==> config.mk <==
export PLATFORM = sky130hd
export DESIGN_NAME = zpc_front
export DESIGN_NICKNAME = d
export VERILOG_FILES = /design/src/rtl/zpc_pkg.sv /design/src/rtl/zpc_front.sv
export SDC_FILE = /design/constraint.sdc
export NUM_CORES = 1
export LEC_CHECK = 0
export BUFFER_PORTS_ARGS = -buffer_cell sky130_fd_sc_hd__buf_2
export CORE_ASPECT_RATIO = 2
export CORE_MARGIN = 5
export CORE_UTILIZATION = 25
export CTS_CLUSTER_DIAMETER = 200
export CTS_CLUSTER_SIZE = 14
export DETAILED_ROUTE_END_ITERATION = 12
export GPL_TIMING_DRIVEN = 0
export PLACE_DENSITY = 0.41
export SYNTH_ARGS = -nofsm -noshare
export SYNTH_HDL_FRONTEND = slang
export SYNTH_SLANG_ARGS = --single-unit
==> constraint.sdc <==
create_clock -name clk_i -period 19.37 [get_ports clk_i]
set_input_delay 0.9685 -clock clk_i [delete_from_list [all_inputs] [get_ports clk_i]]
set_output_delay 0.9685 -clock clk_i [all_outputs]
set_load 0.05 [all_outputs]
==> src/rtl/zpc_pkg.sv <==
package zpc_pkg;

  typedef logic signed [47:0] fx_t;
  typedef logic [46:0] ufx_t;

  localparam fx_t FX_MAX = 48'sh7FFF_FFFF_FFFF;
  localparam fx_t FX_MIN = 48'sh8000_0000_0000;

  localparam logic [2:0] OPC_LOAD  = 3'd0;
  localparam logic [2:0] OPC_PUSH  = 3'd1;
  localparam logic [2:0] OPC_POP   = 3'd2;
  localparam logic [2:0] OPC_CLEAR = 3'd3;
  localparam logic [2:0] OPC_SET   = 3'd4;
  localparam logic [2:0] OPC_STEP  = 3'd5;

  localparam fx_t  RST_KI    = 48'sd0;
  localparam ufx_t RST_RATIO = 47'd87563216;
  localparam ufx_t RST_DT    = 47'd42949673;
  localparam ufx_t RST_DT2   = 47'd214748;
  localparam ufx_t RST_DT3   = 47'd716;

  typedef enum logic [2:0] {
    CFG_KI    = 3'd0,
    CFG_KP    = 3'd1,
    CFG_KV    = 3'd2,
    CFG_KA    = 3'd3,
    CFG_RATIO = 3'd4,
    CFG_DT    = 3'd5,
    CFG_DT2   = 3'd6,
    CFG_DT3   = 3'd7
  } cfg_e;

  typedef enum logic [2:0] {
    CL_LOAD, CL_PUSH, CL_POP, CL_CLEAR, CL_SET, CL_STEP, CL_NOP
  } cls_e;

  typedef enum logic [1:0] {
    STS_OK        = 2'd0,
    STS_NOT_READY = 2'd1,
    STS_FULL      = 2'd2,
    STS_EMPTY     = 2'd3
  } status_e;

  typedef enum logic [2:0] {
    S_IDLE, S_DECODE, S_FRONT_RD, S_FRONT, S_MSTART, S_MWAIT, S_PREV_RD, S_RESULT
  } state_e;

  typedef enum logic [3:0] {
    M_ZMP, M_KI, M_KP, M_KV, M_KA, M_PREV, M_P1, M_P2, M_P3, M_V1, M_V2, M_A1
  } mstep_e;

  typedef struct packed {
    cls_e       cls;
    logic [6:0] gain_index;
    fx_t        x;
    fx_t        y;
    fx_t        vx;
    fx_t        vy;
    fx_t        ax;
    fx_t        ay;
  } item_t;

  typedef struct packed {
    fx_t     pos_x;
    fx_t     vel_x;
    fx_t     acc_x;
    fx_t     pos_y;
    fx_t     vel_y;
    fx_t     acc_y;
    logic    ready;
    status_e status;
  } res_t;

  function automatic fx_t sadd(fx_t a, fx_t b);
    logic signed [48:0] s;
    s = {a[47], a} + {b[47], b};
    if (s[48] != s[47]) return s[48] ? FX_MIN : FX_MAX;
    return s[47:0];
  endfunction

  function automatic fx_t ssub(fx_t a, fx_t b);
    logic signed [48:0] s;
    s = {a[47], a} - {b[47], b};
    if (s[48] != s[47]) return s[48] ? FX_MIN : FX_MAX;
    return s[47:0];
  endfunction

endpackage

==> src/rtl/zpc_front.sv <==
module zpc_front import zpc_pkg::*; (
  input  logic        clk_i,
  input  logic        rst_ni,
  input  logic        push_i,
  output logic        full_o,
  input  logic [2:0]  opcode_i,
  input  logic [6:0]  gain_index_i,
  input  fx_t         in_x_i,
  input  fx_t         in_y_i,
  input  fx_t         in_vel_x_i,
  input  fx_t         in_vel_y_i,
  input  fx_t         in_acc_x_i,
  input  fx_t         in_acc_y_i,
  output logic        valid_o,
  output item_t       item_o,
  input  logic        take_i
);

  item_t      mem_q [2];
  logic       wr_q, rd_q;
  logic [1:0] cnt_q;
  logic       acc_in;
  item_t      item_in;

  always_comb begin
    case (opcode_i)
      OPC_LOAD:  item_in.cls = CL_LOAD;
      OPC_PUSH:  item_in.cls = CL_PUSH;
      OPC_POP:   item_in.cls = CL_POP;
      OPC_CLEAR: item_in.cls = CL_CLEAR;
      OPC_SET:   item_in.cls = CL_SET;
      OPC_STEP:  item_in.cls = CL_STEP;
      default:   item_in.cls = CL_NOP;
    endcase
    item_in.gain_index = gain_index_i;
    item_in.x  = in_x_i;
    item_in.y  = in_y_i;
    item_in.vx = in_vel_x_i;
    item_in.vy = in_vel_y_i;
    item_in.ax = in_acc_x_i;
    item_in.ay = in_acc_y_i;
  end

  assign full_o  = (cnt_q == 2'd2);
  assign valid_o = (cnt_q != 2'd0);
  assign item_o  = mem_q[rd_q];
  assign acc_in  = push_i && !full_o;

  always_ff @(posedge clk_i or negedge rst_ni) begin
    if (!rst_ni) begin
      wr_q  <= 1'b0;
      rd_q  <= 1'b0;
      cnt_q <= 2'd0;
    end else begin
      if (acc_in) wr_q <= ~wr_q;
      if (take_i) rd_q <= ~rd_q;
      cnt_q <= cnt_q + {1'b0, acc_in} - {1'b0, take_i};
    end
  end

  always_ff @(posedge clk_i) begin
    if (acc_in) mem_q[wr_q] <= item_in;
  end

endmodule

* Word level (Yosys, flattened, before mapping)
Memories as Yosys holds them, arrays and structs flattened.
Index checks and enable logic that the tools add are counted.
** Storage, ports and cells
- Input bits :: 302
- Memory bits (read-only) :: 0
- Memories kept :: 1
- Memory bits (writable) :: 596
- Flip-flop bits (word level) :: 4
- Bits in latches :: 0
- Output and inout port bits :: 300
** Memories
- mem_q :: depth 2, width 298, rd ports 1, clocked after memory_dff 0, write ports 1, RTL line zpc_front.sv:19 : item_t mem_q [2];
** Operators by class
- Divide/modulo/power cells :: 0
- Bitwise logic cells :: 2
- Add/sub/neg operators :: 2
- Magnitude comparators :: 0
- Multiply operators :: 0
- Multiplexer cells :: 3
- Shifts and indexed selects :: 0
- Eq/ne operators :: 6
- Reductions and logical operators :: 4
** Operator list (number)
- one-hot mux 3 bit (6 select lines) :: 1
- equality test 3 x 2 -> 1 bit (second input constant) :: 2
- equality test 3 bit (second input constant) :: 2
- equality test 3 x 1 -> 1 bit (second input constant) :: 1
- zero test 3 bit :: 1
- adder 2 x 1 -> 2 bit :: 1
- equality test 2 bit (second input constant) :: 1
- 2-to-1 mux 1 bit :: 2
- inverter 1 bit :: 2
- nonzero test 2 bit :: 1
- subtractor 2 x 1 -> 2 bit :: 1
- logical AND 1 bit :: 1
- zero test 1 bit :: 1

* Depth between registers and ports, before layout
Gate-level depths: netlist of the first run.
- Word-level depth :: 5
- Gate-level depth with buffers :: 7
- Gate-level depth less buffers :: 7

* Worst setup path after synthesis of the first run
OpenSTA, ideal clock, no wires.
- Path kind :: input to register
- From :: input push_i
- To :: memory mem_q[0][0] (netlist name), enable pin
- Arrival :: 13400 ps
- Path slack :: 5007 ps
- Stages on the path :: 2
- Path through :: nand2_1 nor2_1
** On the way
- Cells in the longest elaborated chain, start to end :: 3
** RTL lines
- start, declared :: RTL line zpc_front.sv:4 : input logic push_i,
- logical AND 1 bit :: RTL line zpc_front.sv:47 : assign acc_in = push_i && !full_o;
- 2-to-1 mux 1 bit :: RTL line zpc_front.sv:62 : if (acc_in) mem_q[wr_q] <= item_in;
- 2-to-1 mux 1 bit (not written as such) :: RTL line zpc_front.sv:62
- end, declared :: RTL line zpc_front.sv:19
No other way between the ends.

==> results.py, run 1 <==
metrics = {
    "outcome": {
        "status": "complete, no violations",
    },
    "detailed_routing": {
        "wl_met1_um": 20900,
        "drc": 0,
        "routed_wl_um": 58200,
        "post_drt_wl_per_cell_um": 20.6,
        "wl_met3_um": 6810,
        "ant_nets": 0,
        "drt_first_pass_iters": 4,
        "vias": 11200,
        "drt_iter0_markers": 442,
        "highest_layer": "met5",
        "viasPerCell": 3.98,
        "met2_length_um": 28700,
    },
    "power": {
        "power_density_nw_per_um2": 178,
        "ir_drop_v": 0.000103,
        "p_leak_nw": 11.0,
    },
    "grt": {
        "gr-total-overflow": 0,
        "grt_max_degree": 60,
        "grt_first_pass_wirelength_um": 83500,
        "antenna_found_initial": 31,
        "grt_pass1_vias": 12500,
        "track_usage": 0.115,
    },
    "floorplan": {
        "fp-row-count": 155,
        "dieHeight_um": 434,
        "core_area_sq_um": 89400,
        "fp.dieW_um": 222,
        "initial_core_util": 0.252,
        "pin_count": 602,
        "die-area_sq_um": 96500,
    },
    "timing": {
        "fmax_mhz": 315,
        "relSlewSlack": 0.609,
        "finalHoldViolations": 0,
        "min_period_ps": 3170,
        "worst_pin_slew_ps": 585,
        "layout_setup_ws_ps": 16200,
        "finalSetupViolations": 0,
        "rsz0062_at_grt": "false",
        "slew_viol_final": 0,
        "fin_skew_ps": 18.6,
        "finalCritPeriodShare": 0.164,
    },
    "synth": {
        "postSynth.topFlopCell": "edfxtp_1",
        "synth-warning-count": 0,
        "synthTopCellsByCount": "edfxtp_1, mux2_4, mux2_2",
        "yosysMostFrequentCell": "edfxtp_1",
        "ys_seq_elements": 600,
        "synth_area_per_cell_sq_um": 23.8,
        "seq_area_frac_synth": 0.799,
        "synthesis.area_sq_um": 22500,
        "synth_area_leaders": "edfxtp_1, mux2_4, mux2_2, buf_6, dfrtp_1",
        "synthesis.nets": 1251,
        "synth-edff-count": 596,
        "yosysUniqueCellTypes": 18,
        "async_flop_share": 0.00667,
        "yosys.area.top_type": "edfxtp_1",
        "synthCells": 947,
        "synth_top_area_frac": 0.795,
    },
    "clock_tree": {
        "postCtsSetupBuffers": 0,
        "cts_tree": "built",
        "ctsResizeCount": 0,
        "htree_levels": 2,
        "clock_latency_ps": 590,
        "cts.path.max_buffers": 3,
        "cts.sinks": 600,
        "cts_buffers": 48,
        "clkTransAtPathRegs_ps": 70,
        "clock-root-buffer": "clkbuf_16",
        "hold_buffers": 0,
    },
    "cells_and_area": {
        "finish.utilization": 0.321,
        "nets": 1919,
        "syn_to_final_growth_pct": 27.6,
        "final_area_sq_um": 28700,
        "drive_above_1_share": 0.616,
        "instances_no_fill": 2820,
    },
    "place": {
        "dp.cells": 2742,
        "place_area_sq_um": 27400,
        "place_ws_ps": 15910,
        "portBuffers": 601,
        "routabilityCongestion": 0.732,
        "hpwl_um": 43000,
    },
    "flow_run": {
        "cap_violations": 0,
    },
    "worst_setup_path": {
        "critPathRequiredTime_ps": 18400,
        "cpPeakStageDelay_ps": 340,
        "rr_worst_depth": 9,
        "path_class": "flip-flop to primary output",
        "end_kind": "primary output",
        "path_cells": "buf_4, buf_6, buf_6, mux2_4, buf_2",
        "crit_fanout": 10,
        "cp_slowest_cell": "dfrtp_1",
        "cp.arrival_ps": 2200,
        "crit_path_start_kind": "flip-flop",
        "critPathMostFrequentCell": "buf_6",
    },
    "min_path": {
        "hp-class": "primary input to async pin",
    },
}
-- worst max-delay path, delay by kind of cell, from the launching register on --
family / cells / cell delay (ps)
buf+inv: 4 / 940
flops: 1 / 340
mux: 1 / 320
-- layout by cell type, fill, tap and decap left out, drive strengths merged --
master / netlist / layout
nand2b: 1 / 1
nor2: 1 / 1
buf: 33 / 651
or2: 1 / 1
xor2: 1 / 1
clkinv: 0 / 1
inv: 2 / 4
and3: 1 / 1
clkbuf: 2 / 62
dfrtp: 4 / 4
nand2: 1 / 1
xnor2: 3 / 3
mux2: 298 / 298
diode: 0 / 15
a21boi: 1 / 1
edfxtp: 596 / 596
ha: 2 / 2
-- routing by layer --
metal  track usage  up-vias
met4        0.0378       24
met2         0.198      493
li1              -     5102
met1         0.126     5497
met5             0        -
met3        0.0541      101
-- registers in the layout, indices dropped and copies added (netlist names) --
register / flops
cnt_q: 2
rd_q: 1
mem_q: 596
wr_q: 1
-- power breakdown --
part / internal, mW / switching (mW)
registers: 1.77 / 0.0587
logic: 0.723 / 1.66
clock network: 0.455 / 0.436
total: 2.95 / 2.16
-- path summary, 6_finish.rpt --
path / startpoint / endpoint / slack (ps)
max: rd_q$_DFFE_PN0P_ / item_o[169] / 16200
min: rst_ni / cnt_q[1]$_DFF_PN0_ / 170
max reg2reg: cnt_q[1]$_DFF_PN0_ / mem_q[0][100]$_DFFE_PP_ / 16510
min reg2reg: cnt_q[1]$_DFF_PN0_ / cnt_q[1]$_DFF_PN0_ / 490
max in group asynchronous: rst_ni / rd_q$_DFFE_PN0P_ / 19070
min in group clk_i: cnt_q[1]$_DFF_PN0_ / cnt_q[1]$_DFF_PN0_ / 490
-- through the flow --
| step | setup TNS (ps) | hold WS (ps) | power (mW) |
|---|---|---|---|
| 2_1_floorplan | 0 | 460 | 3.80 |
| 3_3_place_gp | -1239050 | 476 | 4.47 |
| 3_5_place_dp | 0 | 491 | 4.31 |
| 4_1_cts | 0 | 104 | 5.23 |
| 5_1_grt | 0 | 114 | 5.35 |
| 6_report | 0 | 173 | 5.10 |
-- layout make-up --
cell class | instances | area (sq um)
Tap cell | 1177 | 1470
Clock buffer | 60 | 1270
Antenna cell | 15 | 37.5
Buffer | 35 | 315
Multi-Input combinational cell | 310 | 4210
Fill cell | 8803 | 60700
Clock inverter | 3 | 21.3
Sequential cell | 600 | 18000
Timing Repair Buffer | 618 | 3400
Inverter | 2 | 7.51
-- logic make-up (layout without fill, tap and decap cells) --
family	count (synthesis)	count (layout)	synth area share
AO/OA/AOI/OAI	1	1	0.000333
buffers and inverters	37	718	0.0143
other	0	15	0
adder cells (fa/ha/maj)	2	2	0.00111
AND/OR/NAND/NOR	5	5	0.00117
XOR/XNOR	4	4	0.00156
multiplexers	298	298	0.182
flip-flops	600	600	0.799
Note: power is estimated with default switching activity, not from simulation.
==> run 2: changes to the inputs <==
- clock period: 19.37 -> 3.01 ns (I/O delays scaled with it)
==> run 2 against run 1 <==
Highest routed layer unchanged. Flip-flop and latch count unchanged. Largest power group unchanged. Die area did not move. Critical path depth is 3 higher.
==> results.py, run 2 (synthesis results as in run 1) <==
metrics = {
    "outcome": {
        "status": "complete, no violations",
    },
    "timing": {
        "rsz0062_at_grt": "false",
        "finalCritPeriodShare": 0.935,
        "slew_viol_final": 0,
        "finalSetupViolations": 0,
        "worst_pin_slew_ps": 716,
        "min_period_ps": 2810,
        "fmax_mhz": 355,
        "tns_ps": 0,
        "finalHoldViolations": 0,
        "layout_setup_ws_ps": 195,
        "fin_skew_ps": 16.2,
        "relSlewSlack": 0.521,
    },
    "grt": {
        "gr-usage-met2": 0.204,
        "gr-total-overflow": 0,
        "grt_max_degree": 61,
        "grt_util_met3": 0.0453,
        "antenna_found_initial": 13,
        "grt_pass1_vias": 13900,
        "gr-max-usage-layer": "met2",
        "track_usage": 0.118,
        "met1_usage": 0.135,
        "grt_first_pass_wirelength_um": 87600,
    },
    "cells_and_area": {
        "reg_top3": "mem_q (596), cnt_q (2)",
        "fillCellCount": 8642,
        "finish.utilization": 0.355,
        "regMostFlops": "mem_q",
        "final_area_sq_um": 31700,
        "drive_above_1_share": 0.520,
        "layout_common_cells": "buf_2, edfxtp_1, dlygate4sd3_1",
        "largest_reg_flops": 596,
        "syn_to_final_growth_pct": 40.8,
        "final_common_cell": "buf_2",
        "nets": 2220,
    },
    "clock_tree": {
        "cts_buffers": 48,
        "htree_levels": 2,
        "postCtsSetupBuffers": 0,
        "clock_latency_ps": 600,
        "cts_tree": "built",
        "cts.path.max_buffers": 3,
        "clock-root-buffer": "clkbuf_16",
        "cts.sinks": 600,
        "clkTransAtPathRegs_ps": 70,
    },
    "place": {
        "place_ws_ps": 142,
        "hpwl_um": 43100,
        "portBuffers": 601,
        "place_area_sq_um": 27400,
        "routabilityCongestion": 0.749,
    },
    "detailed_routing": {
        "post_drt_wl_per_cell_um": 19.2,
        "vias": 12300,
        "drc": 0,
        "viasPerCell": 3.94,
        "drt_iter0_markers": 502,
        "drt_first_pass_iters": 4,
        "ant_nets": 0,
        "routed_wl_um": 59700,
    },
    "min_path": {
        "hp-class": "primary input to flip-flop",
        "hold_path_depth": 2,
        "whs_endpoint": "mem_q[1][22]$_DFFE_PP_",
        "hp-start": "in_acc_y_i[22]",
    },
    "worst_setup_path": {
        "critPathMostFrequentCell": "buf_12",
        "cpPeakStageDelay_ps": 590,
        "crit_path_start_kind": "flip-flop",
        "cp.arrival_ps": 3110,
        "rrSetupSlack_ps": 200,
        "cp_slowest_cell": "nor2_4",
        "end_kind": "flip-flop",
        "crit_family": "buffers and inverters",
        "rr_worst_depth": 8,
        "timing.rr.start": "cnt_q[1]$_DFF_PN0_",
        "path_cells": "nand2b_1, nand2_2, nor2_4, buf_12, buf_12, buf_12, buf_12, buf_12",
        "path_buf_inv": 5,
        "critPathRequiredTime_ps": 3300,
        "worstReg2RegEnd": "mem_q[0][164]$_DFFE_PP_",
        "crit_fanout": 29,
        "path_class": "flip-flop to flip-flop",
    },
    "power": {
        "p_leak_nw": 12.3,
        "ir_drop_v": 0.000633,
        "p_total_mw": 33.2,
        "power_density_nw_per_um2": 1050,
    },
    "floorplan": {
        "die-area_sq_um": 96500,
        "pin_count": 602,
        "fp.dieW_um": 222,
        "core_area_sq_um": 89400,
        "dieHeight_um": 434,
        "initial_core_util": 0.252,
        "fp-row-count": 155,
    },
    "flow_run": {
        "cap_violations": 0,
    },
}
==> run 2: cell types whose count changed in the layout (fill, tap and decap cells not counted), sizes merged <==
cell,before,now
dlygate4sd3,0,302
diode,15,10
clkbuf,62,61
buf,651,650
==> run 2: stage by stage <==
stage	hold WS [ps]	instances
after detailed placement	-36.5	2741
after global routing	226	3110
after global placement	-38.9	2725
after CTS	192	3105
after floorplan	-145	947
final	264	3115
==> run 2: where the power goes <==
group / leakage [nW] / internal (mW) / switching, mW
registers: 5.58 / 11.4 / 0.384
logic: 6.05 / 4.89 / 10.8
clock network: 0.626 / 2.93 / 2.82
==> run 2: worst register-to-register path, stage by stage, from the launching register on <==
cell and delay [ps]:
dfrtp_1 410, nand2b_1 140, nand2_2 110, nor2_4 590, buf_12 270, buf_12 220
buf_12 250, buf_12 260, buf_12 250
==> run 2: routing by layer <==
| metal | vias up | wire length [um] |
|---|---|---|
| met5 | - | 27 |
| met4 | 4 | 1720 |
| met3 | 76 | 5560 |
| met2 | 485 | 29500 |
| met1 | 6015 | 22900 |
| li1 | 5708 | - |
==> run 2: layout make-up <==
cell class              count  area [sq um]  area share
clock inverters             3          21.3    0.000671
plain buffers              35           315     0.00994
multi-input cells         310          4220       0.133
well taps                1177          1470      0.0464
repair buffers            919          6400       0.202
flip-flops and latches    600         18000       0.567
inverters                   2          7.51    0.000237
diodes                     10          25.0    0.000789
clock buffers              59          1260      0.0398
==> run 2: what timing repair did <==
item | in CTS | in global routing
endpoints found under the hold margin | 604 | 0
gates resized for setup | 0 | 0
hold buffers | 302 | 0
==> run 2: worst max-delay path by stage <==
stage / from / to / slack (ps) / cells after the start
after floorplan: cnt_q[1]$_DFF_PN0_ / mem_q[0][0]$_DFFE_PP_ / -2420 / 3
after global placement: cnt_q[1]$_DFF_PN0_ / mem_q[0][154]$_DFFE_PP_ / -5550 / 3
after detailed placement: cnt_q[1]$_DFF_PN0_ / mem_q[0][155]$_DFFE_PP_ / 140 / 8
after CTS: cnt_q[1]$_DFF_PN0_ / mem_q[0][155]$_DFFE_PP_ / 110 / 8
after global routing: cnt_q[1]$_DFF_PN0_ / mem_q[0][160]$_DFFE_PP_ / 10 / 8
final: cnt_q[1]$_DFF_PN0_ / mem_q[0][164]$_DFFE_PP_ / 200 / 8
